==> src/sv/assert_macros.svh <==
// ----------------------------------------------------------------------------
// assert_macros.svh
// Assertion macros shared by the bracket checker modules.
// ----------------------------------------------------------------------------
`ifndef ASSERT_MACROS_SVH
`define ASSERT_MACROS_SVH

// Property that must hold at every clock edge outside reset.
`define BBC_ASSERT(lbl, prop, msg) \
  lbl: assert property (@(posedge clk) disable iff (rst) (prop)) else $error(msg);

// When cond holds at one edge, conseq must hold at the next one.
`define BBC_ASSERT_NEXT(lbl, cond, conseq, msg) \
  lbl: assert property (@(posedge clk) disable iff (rst) (cond) |=> (conseq)) \
    else $error(msg);

`endif

==> src/sv/bbc_pkg.sv <==
// ----------------------------------------------------------------------------
// bbc_pkg
// Types, codes and the byte classifier of the bracket balance checker.
// ----------------------------------------------------------------------------
package bbc_pkg;

  typedef logic [1:0] kind_t;

  typedef enum logic [1:0] {
    OP_NONE,
    OP_PUSH,
    OP_POP
  } op_t;

  typedef enum logic [1:0] {
    FAIL_OK       = 2'd0,
    FAIL_CLOSE    = 2'd1,
    FAIL_UNCLOSED = 2'd2,
    FAIL_OVERFLOW = 2'd3
  } fail_t;

  localparam logic [7:0] CH_OPEN_PAREN   = 8'h28;
  localparam logic [7:0] CH_OPEN_SQUARE  = 8'h5B;
  localparam logic [7:0] CH_OPEN_CURLY   = 8'h7B;
  localparam logic [7:0] CH_OPEN_ANGLE   = 8'h3C;
  localparam logic [7:0] CH_CLOSE_PAREN  = 8'h29;
  localparam logic [7:0] CH_CLOSE_SQUARE = 8'h5D;
  localparam logic [7:0] CH_CLOSE_CURLY  = 8'h7D;
  localparam logic [7:0] CH_CLOSE_ANGLE  = 8'h3E;

  localparam kind_t KIND_PAREN  = 2'd0;
  localparam kind_t KIND_SQUARE = 2'd1;
  localparam kind_t KIND_CURLY  = 2'd2;
  localparam kind_t KIND_ANGLE  = 2'd3;

  // One classified beat as it travels from the front to the back.
  typedef struct packed {
    op_t   op;
    kind_t kind;
    logic  last;
  } cmd_t;

  function automatic cmd_t classify(logic [7:0] b, logic has_char, logic last);
    cmd_t c;
    c.op   = OP_NONE;
    c.kind = KIND_PAREN;
    c.last = last;
    if (has_char) begin
      unique case (b)
        CH_OPEN_PAREN:   begin c.op = OP_PUSH; c.kind = KIND_PAREN;  end
        CH_OPEN_SQUARE:  begin c.op = OP_PUSH; c.kind = KIND_SQUARE; end
        CH_OPEN_CURLY:   begin c.op = OP_PUSH; c.kind = KIND_CURLY;  end
        CH_OPEN_ANGLE:   begin c.op = OP_PUSH; c.kind = KIND_ANGLE;  end
        CH_CLOSE_PAREN:  begin c.op = OP_POP;  c.kind = KIND_PAREN;  end
        CH_CLOSE_SQUARE: begin c.op = OP_POP;  c.kind = KIND_SQUARE; end
        CH_CLOSE_CURLY:  begin c.op = OP_POP;  c.kind = KIND_CURLY;  end
        CH_CLOSE_ANGLE:  begin c.op = OP_POP;  c.kind = KIND_ANGLE;  end
        default:         begin c.op = OP_NONE; end
      endcase
    end
    return c;
  endfunction

endpackage

==> src/sv/bbc_in_if.sv <==
// ----------------------------------------------------------------------------
// bbc_in_if
// Valid/ready channel carrying one expression byte and its marks per beat.
// ----------------------------------------------------------------------------
interface bbc_in_if;
  logic       valid;
  logic       ready;
  logic [7:0] char_byte;
  logic       has_char;
  logic       last;

  modport source (output valid, output char_byte, output has_char, output last,
                  input ready);
  modport sink   (input valid, input char_byte, input has_char, input last,
                  output ready);
endinterface

==> src/sv/bbc_out_if.sv <==
// ----------------------------------------------------------------------------
// bbc_out_if
// Valid/ready channel carrying one check result per beat.
// ----------------------------------------------------------------------------
interface bbc_out_if;
  logic       valid;
  logic       ready;
  logic       balanced;
  logic [1:0] fail_code;

  modport source (output valid, output balanced, output fail_code, input ready);
  modport sink   (input valid, input balanced, input fail_code, output ready);
endinterface

==> src/sv/bbc_front.sv <==
// ----------------------------------------------------------------------------
// bbc_front
// Accepts input beats, classifies the byte and forwards beats that matter.
// ----------------------------------------------------------------------------
module bbc_front (
  bbc_in_if.sink        chars,
  input  logic          q_full,
  output logic          q_push,
  output bbc_pkg::cmd_t q_cmd
);
  import bbc_pkg::*;

  assign chars.ready = !q_full;
  assign q_cmd       = classify(chars.char_byte, chars.has_char, chars.last);

  // Ignored bytes and bare non-final marks are taken but never queued.
  assign q_push = chars.valid && !q_full && ((q_cmd.op != OP_NONE) || q_cmd.last);
endmodule

==> src/sv/bbc_fifo.sv <==
// ----------------------------------------------------------------------------
// bbc_fifo
// Two-entry queue of classified commands between the front and the back.
// ----------------------------------------------------------------------------
`include "assert_macros.svh"

module bbc_fifo (
  input  logic          clk,
  input  logic          rst,
  input  logic          push,
  input  bbc_pkg::cmd_t push_cmd,
  output logic          full,
  input  logic          pop,
  output logic          head_valid,
  output bbc_pkg::cmd_t head
);
  import bbc_pkg::*;

  cmd_t       slots [2];
  logic       wr_ptr;
  logic       rd_ptr;
  logic [1:0] fill;

  assign full       = (fill == 2'd2);
  assign head_valid = (fill != 2'd0);
  assign head       = slots[rd_ptr];

  always_ff @(posedge clk) begin
    if (push) begin
      slots[wr_ptr] <= push_cmd;
    end
  end

  always_ff @(posedge clk) begin
    if (rst) begin
      wr_ptr <= 1'b0;
      rd_ptr <= 1'b0;
      fill   <= 2'd0;
    end else begin
      if (push) wr_ptr <= !wr_ptr;
      if (pop)  rd_ptr <= !rd_ptr;
      fill <= fill + 2'(push) - 2'(pop);
    end
  end

  `BBC_ASSERT(a_no_push_full, !(push && full), "push into a full queue")
  `BBC_ASSERT(a_no_pop_empty, !(pop && !head_valid), "pop from an empty queue")
  `BBC_ASSERT(a_fill_range, fill != 2'd3, "queue fill out of range")
endmodule

==> src/sv/bbc_back.sv <==
// ----------------------------------------------------------------------------
// bbc_back
// Runs pushes and pops on the bracket stack and registers the result beat.
// ----------------------------------------------------------------------------
`include "assert_macros.svh"

module bbc_back #(
  parameter int STACK_DEPTH = 64
) (
  input  logic          clk,
  input  logic          rst,
  input  logic          head_valid,
  input  bbc_pkg::cmd_t head,
  output logic          pop,
  bbc_out_if.source     result
);
  import bbc_pkg::*;

  localparam int AW = (STACK_DEPTH > 1) ? $clog2(STACK_DEPTH) : 1;
  localparam int CW = $clog2(STACK_DEPTH + 1);

  // Entry count-1 lives in top_kind; entries below it live in the memory.
  kind_t          mem [STACK_DEPTH];
  kind_t          rd_q;
  kind_t          top_kind;
  kind_t          top_kind_next;
  kind_t          byp_kind;
  logic           byp_valid;
  logic           byp_valid_next;
  kind_t          under_kind;
  logic [CW-1:0]  count;
  logic [CW-1:0]  count_next;
  logic [CW-1:0]  count_op;
  fail_t          err;
  fail_t          err_op;
  fail_t          err_next;
  fail_t          code;
  logic           out_free;
  logic           push_do;
  logic           pop_do;
  logic           wr_en;
  logic [AW-1:0]  wr_addr;
  logic [AW-1:0]  rd_addr;
  logic [CW-1:0]  cnt_m1;
  logic [CW-1:0]  cnt_m2;

  assign out_free   = !result.valid || result.ready;
  assign pop        = head_valid && (!head.last || out_free);
  assign under_kind = byp_valid ? byp_kind : rd_q;

  always_comb begin
    push_do  = 1'b0;
    pop_do   = 1'b0;
    err_op   = err;
    if (pop && (err == FAIL_OK)) begin
      unique case (head.op)
        OP_PUSH: begin
          if (count == CW'(STACK_DEPTH)) err_op = FAIL_OVERFLOW;
          else                            push_do = 1'b1;
        end
        OP_POP: begin
          if ((count == '0) || (top_kind != head.kind)) err_op = FAIL_CLOSE;
          else                                          pop_do = 1'b1;
        end
        default: begin
        end
      endcase
    end
  end

  always_comb begin
    count_op      = count;
    top_kind_next = top_kind;
    if (push_do) begin
      count_op      = count + CW'(1);
      top_kind_next = head.kind;
    end else if (pop_do) begin
      count_op      = count - CW'(1);
      top_kind_next = under_kind;
    end
  end

  always_comb begin
    if (err_op != FAIL_OK)  code = err_op;
    else if (count_op != '0) code = FAIL_UNCLOSED;
    else                     code = FAIL_OK;
  end

  always_comb begin
    if (pop && head.last) begin
      count_next = '0;
      err_next   = FAIL_OK;
    end else begin
      count_next = count_op;
      err_next   = err_op;
    end
  end

  // The old top drops into the memory on a push; a read in the same cycle at
  // that address is served from the bypass register instead.
  assign cnt_m1         = count - CW'(1);
  assign cnt_m2         = count_next - CW'(2);
  assign wr_en          = push_do && (count != '0);
  assign wr_addr        = cnt_m1[AW-1:0];
  assign rd_addr        = cnt_m2[AW-1:0];
  assign byp_valid_next = wr_en;

  always_ff @(posedge clk) begin
    if (wr_en) begin
      mem[wr_addr] <= top_kind;
    end
    rd_q <= mem[rd_addr];
  end

  always_ff @(posedge clk) begin
    top_kind <= top_kind_next;
    byp_kind <= top_kind;
    if (out_free && pop && head.last) begin
      result.balanced  <= (code == FAIL_OK);
      result.fail_code <= code;
    end
  end

  always_ff @(posedge clk) begin
    if (rst) begin
      count        <= '0;
      err          <= FAIL_OK;
      byp_valid    <= 1'b0;
      result.valid <= 1'b0;
    end else begin
      count     <= count_next;
      err       <= err_next;
      byp_valid <= byp_valid_next;
      if (out_free) result.valid <= pop && head.last;
    end
  end

  `BBC_ASSERT(a_count_bound, count <= CW'(STACK_DEPTH), "stack count above depth")
  `BBC_ASSERT(a_err_code, err != FAIL_UNCLOSED, "unclosed code held as sticky error")
  `BBC_ASSERT_NEXT(a_end_clears, pop && head.last, (count == '0) && (err == FAIL_OK),
                   "state not cleared after end mark")
  `BBC_ASSERT_NEXT(a_err_freezes, (err != FAIL_OK) && !(pop && head.last),
                   $stable(count), "stack moved after an error")
endmodule

==> src/sv/bracket_balance_checker_top.sv <==
// ----------------------------------------------------------------------------
// bracket_balance_checker_top
// Checks nesting of ( [ { < brackets over a byte stream, one result per
// expression.
// ----------------------------------------------------------------------------
//
//   Channel   Role     Payload                          Beat
//   chars     sink     char_byte[7:0], has_char, last   one byte or end mark
//   result    source   balanced, fail_code[1:0]         one per end mark
//
// Throughput is one input beat per cycle while the command queue is not full.
// The stack top is held in a register and the entry below it is prefetched
// from the stack memory every cycle, so a push or a pop never waits on a
// memory read. An accepted end mark passes through the command queue and
// then the result register on its way to its result beat.
// Reset clears the stack count, the sticky error and all valid state; the
// stack memory is not cleared, since only written entries are ever read.
// A stalled result holds the back end only on end marks; the two-entry queue
// lets the front keep taking beats meanwhile until it fills.
//
// The front classifies each byte into a push, a pop or nothing and drops beats
// that have no effect. The back keeps the stack in a memory of STACK_DEPTH
// two-bit kinds, tracks the first error of the expression, and on the end
// mark loads the result register and clears its state for the next
// expression. Once an error is recorded, later bytes of the same expression
// leave the stack untouched. A sticky error is reported ahead of an unclosed
// stack.
// ----------------------------------------------------------------------------
module bracket_balance_checker_top #(
  parameter int STACK_DEPTH = 64
) (
  input  logic      clk,
  input  logic      rst,
  bbc_in_if.sink    chars,
  bbc_out_if.source result
);
  import bbc_pkg::*;

  logic q_full;
  logic q_push;
  cmd_t q_cmd;
  logic q_pop;
  logic q_head_valid;
  cmd_t q_head;

  // Front end: handshake on the input channel and byte classification.
  bbc_front u_front (
    .chars  (chars),
    .q_full (q_full),
    .q_push (q_push),
    .q_cmd  (q_cmd)
  );

  // Short queue that lets the front and the back stall independently.
  bbc_fifo u_fifo (
    .clk        (clk),
    .rst        (rst),
    .push       (q_push),
    .push_cmd   (q_cmd),
    .full       (q_full),
    .pop        (q_pop),
    .head_valid (q_head_valid),
    .head       (q_head)
  );

  // Back end: stack operations, error tracking and the result register.
  bbc_back #(
    .STACK_DEPTH (STACK_DEPTH)
  ) u_back (
    .clk        (clk),
    .rst        (rst),
    .head_valid (q_head_valid),
    .head       (q_head),
    .pop        (q_pop),
    .result     (result)
  );
endmodule

==> src/flat_wrapper.sv <==
// flat-port wrapper written by rule: the top's interface ports become plain ports
module bracket_balance_checker_top_flat import bbc_pkg::*;
#(
  parameter int STACK_DEPTH = 64
)
  (clk, rst, chars_valid, chars_char_byte, chars_has_char, chars_last, chars_ready, result_valid, result_balanced, result_fail_code, result_ready);
  bbc_in_if chars_i ();
  bbc_out_if result_i ();
  input  logic clk;
  input  logic rst;
  input wire logic [$bits(chars_i.valid)-1:0] chars_valid;
  input wire logic [$bits(chars_i.char_byte)-1:0] chars_char_byte;
  input wire logic [$bits(chars_i.has_char)-1:0] chars_has_char;
  input wire logic [$bits(chars_i.last)-1:0] chars_last;
  output wire logic [$bits(chars_i.ready)-1:0] chars_ready;
  output wire logic [$bits(result_i.valid)-1:0] result_valid;
  output wire logic [$bits(result_i.balanced)-1:0] result_balanced;
  output wire logic [$bits(result_i.fail_code)-1:0] result_fail_code;
  input wire logic [$bits(result_i.ready)-1:0] result_ready;
  assign chars_i.valid = chars_valid;
  assign chars_i.char_byte = chars_char_byte;
  assign chars_i.has_char = chars_has_char;
  assign chars_i.last = chars_last;
  assign chars_ready = chars_i.ready;
  assign result_valid = result_i.valid;
  assign result_balanced = result_i.balanced;
  assign result_fail_code = result_i.fail_code;
  assign result_i.ready = result_ready;
  bracket_balance_checker_top #(.STACK_DEPTH(STACK_DEPTH)) u_core (.clk(clk), .rst(rst), .chars(chars_i), .result(result_i));
endmodule
==> config.mk <==
export PLATFORM = sky130hd
export DESIGN_NAME = bracket_balance_checker_top_flat
export DESIGN_NICKNAME = d
export VERILOG_FILES = /design/src/sv/bbc_pkg.sv /design/src/sv/bbc_in_if.sv /design/src/sv/bbc_out_if.sv /design/src/sv/bbc_front.sv /design/src/sv/bbc_fifo.sv /design/src/sv/bbc_back.sv /design/src/sv/bracket_balance_checker_top.sv /design/src/flat_wrapper.sv
export VERILOG_INCLUDE_DIRS = /design/src /design/src/sv
export SDC_FILE = /design/constraint.sdc
export NUM_CORES = 1
export LEC_CHECK = 0
export BUFFER_PORTS_ARGS = -buffer_cell sky130_fd_sc_hd__buf_2
export CAP_MARGIN = 20
export CELL_PAD_IN_SITES_DETAIL_PLACEMENT = 2
export CELL_PAD_IN_SITES_GLOBAL_PLACEMENT = 2
export CORE_MARGIN = 2
export CORE_UTILIZATION = 39
export CTS_BUF_LIST = sky130_fd_sc_hd__clkbuf_4 sky130_fd_sc_hd__clkbuf_8 sky130_fd_sc_hd__clkbuf_16
export DETAILED_ROUTE_END_ITERATION = 7
export PLACE_DENSITY = 0.79
export SLEW_MARGIN = 25
export SYNTH_ARGS = -nofsm -noshare
export SYNTH_HDL_FRONTEND = slang
export SYNTH_HIERARCHICAL = 1
export SYNTH_SLANG_ARGS = --single-unit
==> constraint.sdc <==
create_clock -name clk -period 5.5 [get_ports clk]
set_clock_uncertainty 0.05 [all_clocks]
set_input_delay 1.65 -clock clk [delete_from_list [all_inputs] [get_ports clk]]
set_output_delay 1.65 -clock clk [all_outputs]
set_load 0.05 [all_outputs]
# Word level (Yosys, flattened, before mapping)
# Memory sizes are Yosys's and may differ from the RTL's. A register that Yosys moved wholly into a read port is not among the register bits.
# Index checks and enable logic that the tools add are counted.
dict set report op_classes {
  add_sub_neg 5
  mul 0
  div_mod_pow 0
  n_lt_le_gt_ge 0
  eq_ne 13
  n_shift 0
  mux 27
  bitwise_logic 0
  reduce_logical 32
}
# operator n
set op_table {}
lappend op_table {{equality test 8 x 6 -> 1 bit (second input constant)} 4}
lappend op_table {{equality test 8 x 7 -> 1 bit (second input constant)} 4}
lappend op_table {{2-to-1 mux 7 bit} 3}
lappend op_table {{2-to-1 mux 2 bit} 8}
lappend op_table {{nonzero test 7 bit} 2}
lappend op_table {{2-to-1 mux 1 bit} 12}
lappend op_table {{logical AND 1 bit} 8}
lappend op_table {{one-hot mux 2 bit (2 select lines)} 2}
lappend op_table {{nonzero test 2 bit} 4}
lappend op_table {{OR reduction 2 bit} 4}
lappend op_table {{OR reduction 4 bit} 2}
lappend op_table {{adder 7 x 1 -> 7 bit (second input constant)} 1}
lappend op_table {{equality test 7 bit (second input constant)} 1}
lappend op_table {{logical NOT 7 bit} 1}
lappend op_table {{subtractor 7 x 1 -> 7 bit (second input constant)} 1}
lappend op_table {{one-hot mux 2 bit (3 select lines)} 1}
lappend op_table {{subtractor 6 x 2 -> 6 bit (second input constant)} 1}
lappend op_table {{logical NOT 1 bit} 5}
lappend op_table {{equality test 2 bit (second input constant)} 2}
lappend op_table {{logical NOT 2 bit} 2}
lappend op_table {{logical OR 1 bit} 4}
lappend op_table {{2-to-1 mux 4 bit} 1}
lappend op_table {{adder 2 x 1 -> 2 bit} 1}
lappend op_table {{equality test 2 x 1 -> 1 bit (second input constant)} 1}
lappend op_table {{2 further kinds} 2}
dict set report totals {
  regBits 22
  latchBits 0
  ramBits 138
  rom_bits 0
  input_bits 14
  out_inout_bits 5
  word_cells 90
  mem_count 2
}
# name depth width read_ports rd_clocked_by_memory_dff write_ports line_no
set memory_table {}
lappend memory_table {u_core.u_back.mem 64 2 1 1 1 bbc_back.sv:23} ;# kind_t mem [STACK_DEPTH];
lappend memory_table {u_core.u_fifo.slots 2 5 1 1 1 bbc_fifo.sv:19} ;# cmd_t slots [2];

# Longest topological paths before layout
dict set report logic_depth {
  ltp_word 12
  depth_mapped 23
  mapped_depth_nobuf 19
}

# Modules after synthesis
# The synthesis kept the hierarchy.
# mod instances cells_per_inst area_per_inst_um2 seq_area_each_um2
set modules_own_cells {}
lappend modules_own_cells {bbc_back 1 591 7085.5 4294.1}
lappend modules_own_cells {bbc_fifo 1 36 575.6 400.4}
lappend modules_own_cells {bbc_front 1 34 257.7 0.0}

# Least setup slack after synthesis
# No wires, ideal clock.
dict set report synth_timing {
  path_kind {input -> register}
  from {in result_ready}
  to {reg u_core.u_back.rd_q[0] (read register of u_core.u_back.mem)}
  setup_time_ns 0.116
  t_arrival_ns 5.340
  required_ns 5.334
  slack_ns -0.006
  stages 16
  n_path_buf 2
  cell_sequence {and3b_1 > nor2_1 > a22oi_1 > a221o_1 > and2_1 > buf_2 > inv_2 > buf_2 > ha_1 > nand2_1 > a2111oi_0 > nor4_4 > mux2_2 > o22ai_1 > or4_1 > and4_1}
}
dict set report synth_via {
  elab_chain_len 9
  word_cells_on_any_way 11
  classes_between {add/sub: 1; mux: 5; reduce/logical: 5}
}
# item line_no
set synth_lines {}
lappend synth_lines {{from (decl)} flat_wrapper.sv:19} ;# input wire logic [$bits(result_i.ready)-1:0] result_ready;
lappend synth_lines {{logical OR 1 bit *} bbc_back.sv:47} ;# assign out_free = !result.valid || result.ready;
lappend synth_lines {{logical OR 1 bit *} bbc_back.sv:48} ;# assign pop = head_valid && (!head.last || out_free);
lappend synth_lines {{logical AND 1 bit *} bbc_back.sv:48}
lappend synth_lines {{logical AND 1 bit} bbc_back.sv:55} ;# if (pop && (err == FAIL_OK)) begin
lappend synth_lines {{2-to-1 mux 1 bit} bbc_back.sv:55}
lappend synth_lines {{2-to-1 mux 7 bit} bbc_back.sv:77} ;# end else if (pop_do) begin
lappend synth_lines {{2-to-1 mux 7 bit} bbc_back.sv:74} ;# if (push_do) begin
lappend synth_lines {{2-to-1 mux 7 bit *} bbc_back.sv:90} ;# if (pop && head.last) begin
lappend synth_lines {{subtractor 6 x 2 -> 6 bit *} bbc_back.sv:102} ;# assign cnt_m2 = count_next - CW'(2);
lappend synth_lines {{to (decl)} bbc_back.sv:24} ;# kind_t rd_q;
# Every way passes the cells marked *; elsewhere a longest branch is shown, timed or not.
# A chain may end at the register's enable or synchronous reset.

# Worst setup path in the final report
dict set report layout_timing {
  from {in result_ready}
  to {reg u_core.u_back.rd_q[1] (read register of u_core.u_back.mem)}
}
# Same word-level chain as after synthesis.

==> flow_summary_export.csv <==
group,metric,value,unit
run_status,status,"completed",
layout,areaGrowthSynthToFinish,14.2,%
routing,antenna_left,0,
layout,layout-drive-gt1-share,16.5,%
pwr,power_frac_seq,38.9,%
flow_run,max_cap_violations,0,
logic_synthesis,synthMuxAreaShare,6.56,%
hold_path,min_path_type,"reg -> reg",
logic_synthesis,postSynthCellCount,661,
pwr,netSwitchingFraction,34.5,%
pwr,switching_power,1.31,mW
timing,max_freq,0.189,GHz
setup_path,crit_arrival,5550,ps
timing,final.setup.worst_slack,216,ps
timing,fin_hold_ws,498,ps
grt,antenna_found_initial,0,
pwr,cellPowerDensity,420,nW/um2
pwr,p_leak,3.10,nW
setup_path,critical_path_class,"in -> reg",
setup_path,critical_path.max_stage_delay,630,ps
clock_tree,clock-sinks,163,
setup_path,crit_chain,"buf_2 > and3b_1 > nor2_1 > a22oi_1 > a221o_1 > and2_1 > inv_2 > ha_1 > nor2_1 > o21ai_0 > o211ai_1 > nor4_4 > buf_12 > a211oi_1 > a211oi_1 > a211oi_1 > o21ai_0 > nand4_1",
placement,port_buffers,18,
logic_synthesis,synth_top_area_share,54.2,%
layout,layout_commonest_cell,"edfxtp_1",
clock_tree,clock_tree.root_cell,"clkbuf_16",
grt,grt.overflow.total,0,
clock_tree,htreeDepth,4,
timing,worst_pin_slew,884,ps
clock_tree,cts_buffers,17,
pwr,clkPwrFrac,32.2,%
logic_synthesis,yosys.cell_types.count,74,
logic_synthesis,synth-compound-area-share,12.8,%
logic_synthesis,synth_fa_ha_area_share,1.11,%
routing,drtPass1Iterations,5,
grt,grt_pass1_wl,38.7,mm
timing,finalHoldViolCount,0,
grt,grt_max_degree,66,
pwr,ir_worst_vdd,0.229,mV
logic_synthesis,ys_warn_count,6,
logic_synthesis,synth_top_family_by_area,"simple AND/OR/NAND/NOR gates",
setup_path,cp_slowest_cell,"nor4_4",
routing,wire_per_inst,25.7,um
timing,report.final.setup_viol,0,
clock_tree,clk_pin_slew,70,ps
grt,grt_pass1_vias,6364,
logic_synthesis,synth-seq-area-share,59.3,%
routing,drt_wl_total,25.2,mm
die,die_area,21500,um2
layout,diodes,0,
logic_synthesis,synthesis.nets,682,
logic_synthesis,yosys.area_share.xor_xnor,1.72,%
placement,dp_hpwl,17.0,mm
setup_path,r2r_setup_slack,290,ps
clock_tree,cts_tree,"done",
routing,drc,0,
logic_synthesis,synth_ff_type,"edfxtp_1",
setup_path,path_common_cell,"a211oi_1",
timing,drv_slew,0,
clock_tree,cts-hold-fix-buffers,0,
placement,gp_congestion,0.907,
pwr,internal_power,2.49,mW
routing,drtIter0Drc,495,
die,initial_core_util,39.4,%
placement,dp_slack,-124,ps
logic_synthesis,synth_area_leaders,"edfxtp_1, dfxtp_1, nor2_1",
grt,grt_usage,24.0,%
layout,final_nets,718,
logic_synthesis,synth_edf_count,143,
setup_path,endpoint_kind,"register",
routing,avgViaCountPerCell,5.96,
logic_synthesis,ys_seq_elements,163,
placement,placedCellCount,944,
logic_synthesis,ys_async_sr_fraction,0,%
layout,final_cell_mix,"edfxtp_1, nor2_1, mux2i_1",
logic_synthesis,synth_largest_area_cell,"edfxtp_1",
pwr,comb_power_share,28.8,%
timing,slew_headroom,40.7,%
logic_synthesis,synthSimpleGateAreaFrac,15.5,%
clock_tree,worst_skew_pair.late_latency,440,ps
timing,fin_crit_sh,96.1,%
logic_synthesis,syn_area_per_cell,12.0,um2
die,die_x,146,um
logic_synthesis,synth_area,7920,um2
timing,min_period,5280,ps
routing,vias,5836,
die,pin_count,19,
layout,final_cells,980,
setup_path,required,5760,ps
die,rows,52,
setup_path,crit_path_max_fanout,30,
setup_path,critPathLaunchType,"input port",
placement,dpl-instance-area,8420,um2
clock_tree,clockBufferDepth,2,
die,dieHeight,146,um
layout,post-route-util,45.0,%
layout,final_area,9040,um2
die,core,20100,um2
==> cell families (layout without fill, tap and decap cells) <==
group,Yosys count,in the layout
AND/OR/NAND/NOR,242,242
AO/OA/AOI/OAI,137,137
XOR/XNOR,14,14
flip-flops,163,163
adder cells (fa/ha/maj),7,7
buffers and inverters,48,97
multiplexers,50,50
==> metal layers <==
metal,track usage (%),vias up,part of all wire (%)
met5,0,-,0
met4,8.30,0,2.2
met3,5.44,32,5.1
met2,40.3,151,50
met1,30.8,3053,43
li1,-,2600,-
==> sequential cells by signal (all words and copies together), names as in the netlist, 2 cells and up, named ones only <==
signal	cells
u_core/u_back/top_kind	2
u_core/u_back/byp_kind	2
u_core/u_back/rd_q	2
u_core/u_back/err	2
u_core/u_back/count	7
u_core/u_fifo/slots	10
u_core/u_back/result.fail_code	2
u_core/u_fifo/fill	2
u_core/u_back/mem	128
==> metrics by stage <==
step                      TNS, ps  total power [mW]
after global routing        -35.7              3.95
after detailed placement     -241              2.58
final                           0              3.80
after CTS                       0              3.81
after global placement          0              2.52
after floorplan                 0              2.18
==> cell usage after synthesis (7+ instances only) <==
cell,count
a211oi_1,18
a21o_1,12
a21oi_1,19
buf_2,9
clkbuf_1,14
dfxtp_1,20
edfxtp_1,143
ha_1,7
inv_1,11
mux2_2,10
mux2i_1,35
nand2_1,32
nand3_1,24
nand4_1,11
nor2_1,106
nor2b_1,7
nor3_1,12
o211ai_1,12
o21ai_0,17
o31ai_1,9
xnor2_1,7
==> what timing repair did <==
| action | in CTS | in global routing |
|---|---|---|
| resized for setup | 0 | 2 |
| endpoints found under the setup margin | 0 | 2 |
| hold endpoints to repair | 0 | 0 |
| buffers inserted | 0 | 4 |
==> path summary, 6_finish.rpt <==
check,from,depth (start not counted),end
min reg2reg,u_core/u_fifo/rd_ptr$_SDFFE_PP0P_,2,register
max reg2reg,u_core/u_back/count[0]$_SDFF_PP0_,19,u_core/u_back/rd_q[1]$_DFF_P_
max,result_ready,18,u_core/u_back/rd_q[1]$_DFF_P_
min,u_core/u_fifo/rd_ptr$_SDFFE_PP0P_,2,register
==> layout make-up <==
type | instances | area [um2]
inverters | 13 | 48.8
clock buffers | 17 | 425
fillers | 2028 | 11100
well taps | 270 | 338
clock inverters | 15 | 166
multi-input cells | 450 | 3000
flip-flops and latches | 163 | 4700
repair buffers | 52 | 370
==> critical path, delay by kind of cell <==
family / cells / cell delay (ps)
adders and majority gates: 1 / 300
and+or+nand+nor: 6 / 1480
buffers and inverters: 3 / 450
AOI/OAI and AO/OA: 8 / 1650
==> power groups by stage <==
stage / clock network, mW / logic (mW) / registers [mW]
3_3_place_gp: 0 / 1.02 / 1.50
3_5_place_dp: 0 / 1.07 / 1.51
5_1_grt: 1.29 / 1.17 / 1.48
2_1_floorplan: 0 / 0.630 / 1.55
4_1_cts: 1.25 / 1.08 / 1.48
6_report: 1.23 / 1.10 / 1.48
No activity file was read; power rests on OpenSTA's default activity.
